===== config.mk =====
export PLATFORM = sky130hd
export DESIGN_NAME = rrt_ctrl
export DESIGN_NICKNAME = d
export VERILOG_FILES = /design/src/hw/rtl/rrt_pkg.sv /design/src/hw/rtl/rrt_ctrl.sv
export SDC_FILE = /design/constraint.sdc
export NUM_CORES = 1
export LEC_CHECK = 0
export BUFFER_PORTS_ARGS = -buffer_cell sky130_fd_sc_hd__buf_4
export CAP_MARGIN = 20
export CORE_AREA = 2 2 39 41
export DETAILED_ROUTE_END_ITERATION = 8
export DIE_AREA = 0 0 41 43
export MAX_ROUTING_LAYER = met4
export PLACE_DENSITY_LB_ADDON = 0.05
export SYNTH_ARGS = -nofsm -noshare
export SYNTH_HDL_FRONTEND = slang
export SYNTH_SLANG_ARGS = --single-unit

===== constraint.sdc =====
create_clock -name i_clk -period 2.1 [get_ports i_clk]
set_input_delay 0.105 -clock i_clk [delete_from_list [all_inputs] [get_ports i_clk]]
set_output_delay 0.105 -clock i_clk [all_outputs]
set_load 0.005 [all_outputs]

===== src/hw/rtl/rrt_pkg.sv =====
package rrt_pkg;

    typedef enum logic [2:0] {
        ST_OK        = 3'd0,
        ST_OVERLAP   = 3'd1,
        ST_FULL      = 3'd2,
        ST_NOT_FOUND = 3'd3,
        ST_ZERO      = 3'd4
    } t_status;

    typedef enum logic {
        MODE_ACQUIRE = 1'b0,
        MODE_RELEASE = 1'b1
    } t_mode;

    localparam int POOL_W  = 3;
    localparam int OWNER_W = 8;
    localparam int RANGE_W = 64;

    // commands from the controller to the datapath
    typedef struct packed {
        logic load;
        logic clr;
        logic rd;
        logic wr;
        logic out_load;
    } t_dp_cmd;

    // status from the datapath to the controller
    typedef struct packed {
        logic zero;
        logic clr_last;
        logic rd_last;
    } t_dp_sts;

    // final status of one request, zero count wins, then overlap, then full; a release with no match gives not found
    function automatic t_status status_calc(
        input logic zero,
        input t_mode mode,
        input logic ovl,
        input logic free_found,
        input logic hit
    );
        t_status s;
        s = ST_OK;
        if (zero) begin
            s = ST_ZERO;
        end else if (mode == MODE_ACQUIRE) begin
            if (ovl) begin
                s = ST_OVERLAP;
            end else if (!free_found) begin
                s = ST_FULL;
            end
        end else if (!hit) begin
            s = ST_NOT_FOUND;
        end
        return s;
    endfunction

endpackage


===== src/hw/rtl/rrt_ctrl.sv =====
module rrt_ctrl import rrt_pkg::*; (
    input  logic    i_clk,
    input  logic    i_rst_n,
    input  logic    i_valid,
    output logic    o_ready,
    output logic    o_valid,
    input  logic    i_ready,
    input  t_dp_sts i_sts,
    output t_dp_cmd o_cmd
);

    typedef enum logic [5:0] {
        S_CLEAR = 6'b000001,
        S_IDLE  = 6'b000010,
        S_SCAN  = 6'b000100,
        S_DRAIN = 6'b001000,
        S_WRITE = 6'b010000,
        S_DONE  = 6'b100000
    } t_state;

    t_state r_state, n_state;
    logic   r_valid, n_valid;
    logic   out_free;

    assign out_free = !r_valid || i_ready;

    always_comb begin
        n_state = r_state;
        n_valid = r_valid && !i_ready;
        o_cmd   = '0;
        unique case (r_state)
            S_CLEAR: begin
                o_cmd.clr = 1'b1;
                if (i_sts.clr_last) begin
                    n_state = S_IDLE;
                end
            end
            S_IDLE: begin
                if (i_valid) begin
                    o_cmd.load = 1'b1;
                    n_state    = S_SCAN;
                end
            end
            S_SCAN: begin
                if (i_sts.zero) begin
                    n_state = S_DONE;
                end else begin
                    o_cmd.rd = 1'b1;
                    if (i_sts.rd_last) begin
                        n_state = S_DRAIN;
                    end
                end
            end
            // last row read is checked here
            S_DRAIN: begin
                n_state = S_WRITE;
            end
            S_WRITE: begin
                o_cmd.wr = 1'b1;
                n_state  = S_DONE;
            end
            S_DONE: begin
                if (out_free) begin
                    o_cmd.out_load = 1'b1;
                    n_valid        = 1'b1;
                    n_state        = S_IDLE;
                end
            end
            default: begin
                n_state = S_CLEAR;
            end
        endcase
    end

    always_ff @(posedge i_clk) begin
        if (!i_rst_n) begin
            r_state <= S_CLEAR;
            r_valid <= 1'b0;
        end else begin
            r_state <= n_state;
            r_valid <= n_valid;
        end
    end

    assign o_ready = (r_state == S_IDLE);
    assign o_valid = r_valid;

endmodule


Word-level counts from Yosys, hierarchy flattened. Index checks and enable logic that the tools add are counted.

Register bits: 7. Input port bits: 7. Logic and storage cells: 33. Output and inout bits: 7.

Multiplexer cells: 16. Equal/unequal tests: 10. Reduce and logical (&&, ||, !) cells: 5.

Operators with widths (number): $pmux 6 s6 (1); $mux 6 (5); $mux 1 (10); $eq 6x1->1 const B (1); $eq 6x2->1 const B (1); $eq 6x3->1 const B (1); $eq 6x4->1 const B (1); $eq 6x5->1 const B (1); $eq 6x6->1 const B (1); $ne 2x2->1 const B (3); $reduce_and 4->1 (1); $ne 3x3->1 const B (1); $logic_not 1->1 (2); $logic_and 1x1->1 (1); $logic_or 1x1->1 (1).

Longest topological paths before layout.
Depth after elaboration: 4. Gate-level depth with buffers: 5. Depth with buffers taken out: 4.

Least setup slack after synthesis. Ideal clock, no wire load.

Kind: reg-to-reg. Start: register r_state[3]. End: register r_state[1]. Buffers on the path: 0. Data arrival time: 1.596 ns. Slack: 0.371 ns. Clock period less this slack: 1.729 ns. Setup time: 0.133 ns. Cell stages (with the launch flop): 5. Data required time: 1.967 ns. Cells stage by stage: dfxtp_1 or4_4 or4_4 a31oi_1 a311oi_1.

Word-level cells in the longest chain between the ends: 3. Elaborated cells between the ends (all ways): 12. Classes of those cells: eq/ne (10); mux (1); reduce/logical (1).

Ends and longest elaborated chain: from (decl) (RTL line rrt_ctrl.sv:21) `t_state r_state, n_state;`; from (signal assigned) (RTL line rrt_ctrl.sv:80) `r_state <= n_state;`; $eq 6x3->1 (tied with other cells) (RTL line rrt_ctrl.sv:31) `unique case (r_state)`; $ne 3x3->1 (no line) / $ne 2x2->1 (equally long branches); $reduce_and 4->1 (no line).

Parallel ways exist; a longest one is shown, timed or not. A chain may end at the register's enable or synchronous reset.

==> results.sh <==
export IMPL_status="finished, final reports clean"
export IMPL_cts_tree="built"
export IMPL_cp_arrival_ps=1720
export IMPL_hp_class="in2reg"
export IMPL_cp_start_kind="flip-flop"
export IMPL_grt_usage=0.149
export IMPL_post_drt_wl_per_cell_um=12.8
export IMPL_ys_warn_count=0
export IMPL_grt_first_pass_wirelength_um=1730
export IMPL_syn_avg_cell_area_sq_um=7.85
export IMPL_p_switching_mw=0.127
export IMPL_dieArea_sq_mm=0.00176
export IMPL_crit_required_ps=2000
export IMPL_seq_area_frac_synth=0.350
export IMPL_regArea_sq_um=140
export IMPL_numCtsBuffers=3
export IMPL_die_h_um=43
export IMPL_route_antenna_remaining_nets=0
export IMPL_p_int_mw=0.285
export IMPL_p_clk_frac=0.305
export IMPL_drt_wl_total_um=1090
export IMPL_synth_top_family_by_area="simple AND/OR/NAND/NOR gates"
export IMPL_finalHoldViolations=0
export IMPL_hpwl_um=828
export IMPL_worst_setup_path_type="reg2out"
export IMPL_htreeDepth=1
export IMPL_period_share=0.870
export IMPL_start_util=0.289
export IMPL_combPwrFrac=0.308
export IMPL_pin_count=14
export IMPL_syn_nets=58
export IMPL_drtIter0Drc=10
export IMPL_synthAdderAreaFrac=0
export IMPL_die_w_um=41
export IMPL_p_leak_nw=0.228
export IMPL_skew_ps=2.16
export IMPL_syn_area_sq_um=400
export IMPL_yosys_register_bits=7
export IMPL_ys_types=22
export IMPL_grt_pass1_vias=428
export IMPL_setup_tns_ps=0
export IMPL_slew_headroom=0.784
export IMPL_power_frac_seq=0.387
export IMPL_postCtsSetupBuffers=0
export IMPL_cellPowerDensity_mw_per_mm2=742
export IMPL_gp_congestion=0.745
export IMPL_post_cts_resized=0
export IMPL_vias=448
export IMPL_synth_xor_xnor_area_share=0
export IMPL_switching_share=0.307
export IMPL_drt_first_pass_iters=4
export IMPL_max_freq_mhz=548
export IMPL_diodes=0
export IMPL_rsz0062_at_grt="false"
export IMPL_clock_path_buffers=2
export IMPL_grt_max_degree=11
export IMPL_finalPower_mw=0.412
export IMPL_cp_max_fo=10
export IMPL_coreArea_sq_mm=0.00138
export IMPL_route_detailed_drc=0
export IMPL_root_buffer="clkbuf_4"
export IMPL_fp_row_count=14
export IMPL_clk_pin_slew_ps=60
export IMPL_fillers=151
export IMPL_layout_nets=77
export IMPL_tightest_slew_ps=324
export IMPL_slew_viol_final=0
export IMPL_synth_mux_area_frac=0
export IMPL_synthSimpleGateAreaFrac=0.422
export IMPL_grt_overflow_total=0
export IMPL_cts_hold_buffers_added=0
export IMPL_antenna_found_initial=0
export IMPL_peakVddDrop_v=0.000287
export IMPL_multi_input_area_sq_um=249
export IMPL_clock_sinks=7
export IMPL_crit_path_end_kind="primary output"
export IMPL_period_minus_slack_ps=1830
export IMPL_syn_to_final_growth_pct=38.8
export IMPL_synth_compound_area_frac=0.200
export IMPL_setup_viol=0
export IMPL_clk_latency_ps=250
export IMPL_io_buffers=13
export IMPL_netlist_instances=51
export IMPL_drive_gt1_frac=0.290
export IMPL_drv_cap=0
export IMPL_via_per_inst=5.27
==> per-stage QoR <==
step	setup WS (ps)	hold slack [ps]	cell area (sq um)	utilization	std cells
3_3_place_gp	327	376	529	0.382	81
5_1_grt	155	118	556	0.401	85
4_1_cts	273	99.6	556	0.401	85
2_1_floorplan	371	194	400	-	51
3_5_place_dp	302	366	529	0.382	81
6_report	274	103	556	0.401	85
==> routing by layer <==
layer | track usage | routed length, um | part of all wire | vias up
met4 | 0.0800 | 7 | 0.0064 | 0
met2 | 0.206 | 515 | 0.47 | 9
met3 | 0.0157 | 40 | 0.037 | 4
li1 | - | - | - | 229
met5 | - | 0 | 0 | -
met1 | 0.205 | 522 | 0.48 | 206
==> synth_stat cells, drive strengths merged <==
| master | n | share of area |
|---|---|---|
| dfxtp | 7 | 0.35 |
| nor2 | 6 | 0.056 |
| a21oi | 5 | 0.062 |
| nor2b | 5 | 0.078 |
| nor3b | 3 | 0.056 |
| or4 | 3 | 0.075 |
| a211oi | 2 | 0.037 |
| and2 | 2 | 0.031 |
| inv | 2 | 0.019 |
| nand2 | 2 | 0.019 |
| nand3 | 2 | 0.025 |
| nor4 | 2 | 0.031 |
| o21ai | 2 | 0.025 |
| a311oi | 1 | 0.022 |
| a31oi | 1 | 0.016 |
| and4 | 1 | 0.022 |
| clkbuf | 1 | 0.0094 |
| nand2b | 1 | 0.016 |
| nor3 | 1 | 0.012 |
| o211ai | 1 | 0.019 |
| o31ai | 1 | 0.019 |
==> placed cells by master (no fill, tap or decap) <==
| master | count |
|---|---|
| buf_4 | 15 |
| dfxtp_1 | 7 |
| nor2_1 | 6 |
| nor2b_1 | 5 |
| a21oi_1 | 5 |
| nor3b_1 | 3 |
| clkbuf_4 | 3 |
| nor4_1 | 2 |
| and2_1 | 2 |
| or4_4 | 2 |
| nand2_1 | 2 |
| nand3_1 | 2 |
| inv_1 | 2 |
| a211oi_1 | 2 |
| o21ai_0 | 2 |
| or4_1 | 1 |
| nand2b_1 | 1 |
| nor3_1 | 1 |
| o31ai_1 | 1 |
| o211ai_1 | 1 |
| and4_1 | 1 |
| a31oi_1 | 1 |
| a311oi_1 | 1 |
| clkbuf_1 | 1 |
==> final cells by class <==
cell class                 instances  area share
multi-input combinational         41       0.448
sequential                         7       0.252
timing repair buffer              15       0.203
clock buffer                       4      0.0473
tap                               16      0.0360
inverter                           2      0.0135
==> critical path, cell delays in order, from the launching register on <==
cell     delay (ps)
dfxtp_1         400
or4_1           580
nor3b_1         320
buf_4           170
==> worst paths after layout <==
path	slack (ps)	startpoint	depth (start not counted)	to
worst min register to register	640	r_state[3]	3	r_state[4]
worst max register to register	280	r_state[3]	4	r_state[1]
worst min-delay path	100	i_rst_n	3	r_state[4]
worst max-delay path	270	r_state[1]	3	o_cmd[1]
==> state kept, by name, indices dropped and copies added (netlist names) <==
| signal | cells |
|---|---|
| o_valid | 1 |
| r_state | 6 |
==> power by group through the flow <==
stage | registers (mW) | clock network [mW] | logic (mW)
floorplan | 0.152 | 0 | 0.0796
global placement | 0.163 | 0 | 0.129
detailed placement | 0.162 | 0 | 0.127
CTS | 0.159 | 0.128 | 0.127
global route | 0.161 | 0.138 | 0.139
finish | 0.159 | 0.126 | 0.127
==> cell families after synthesis <==
group	after synthesis
AOI/OAI and AO/OA	13
and+or+nand+nor	28
DFF	7
buffers and inverters	3
Note: power is estimated with default switching activity, not from simulation.
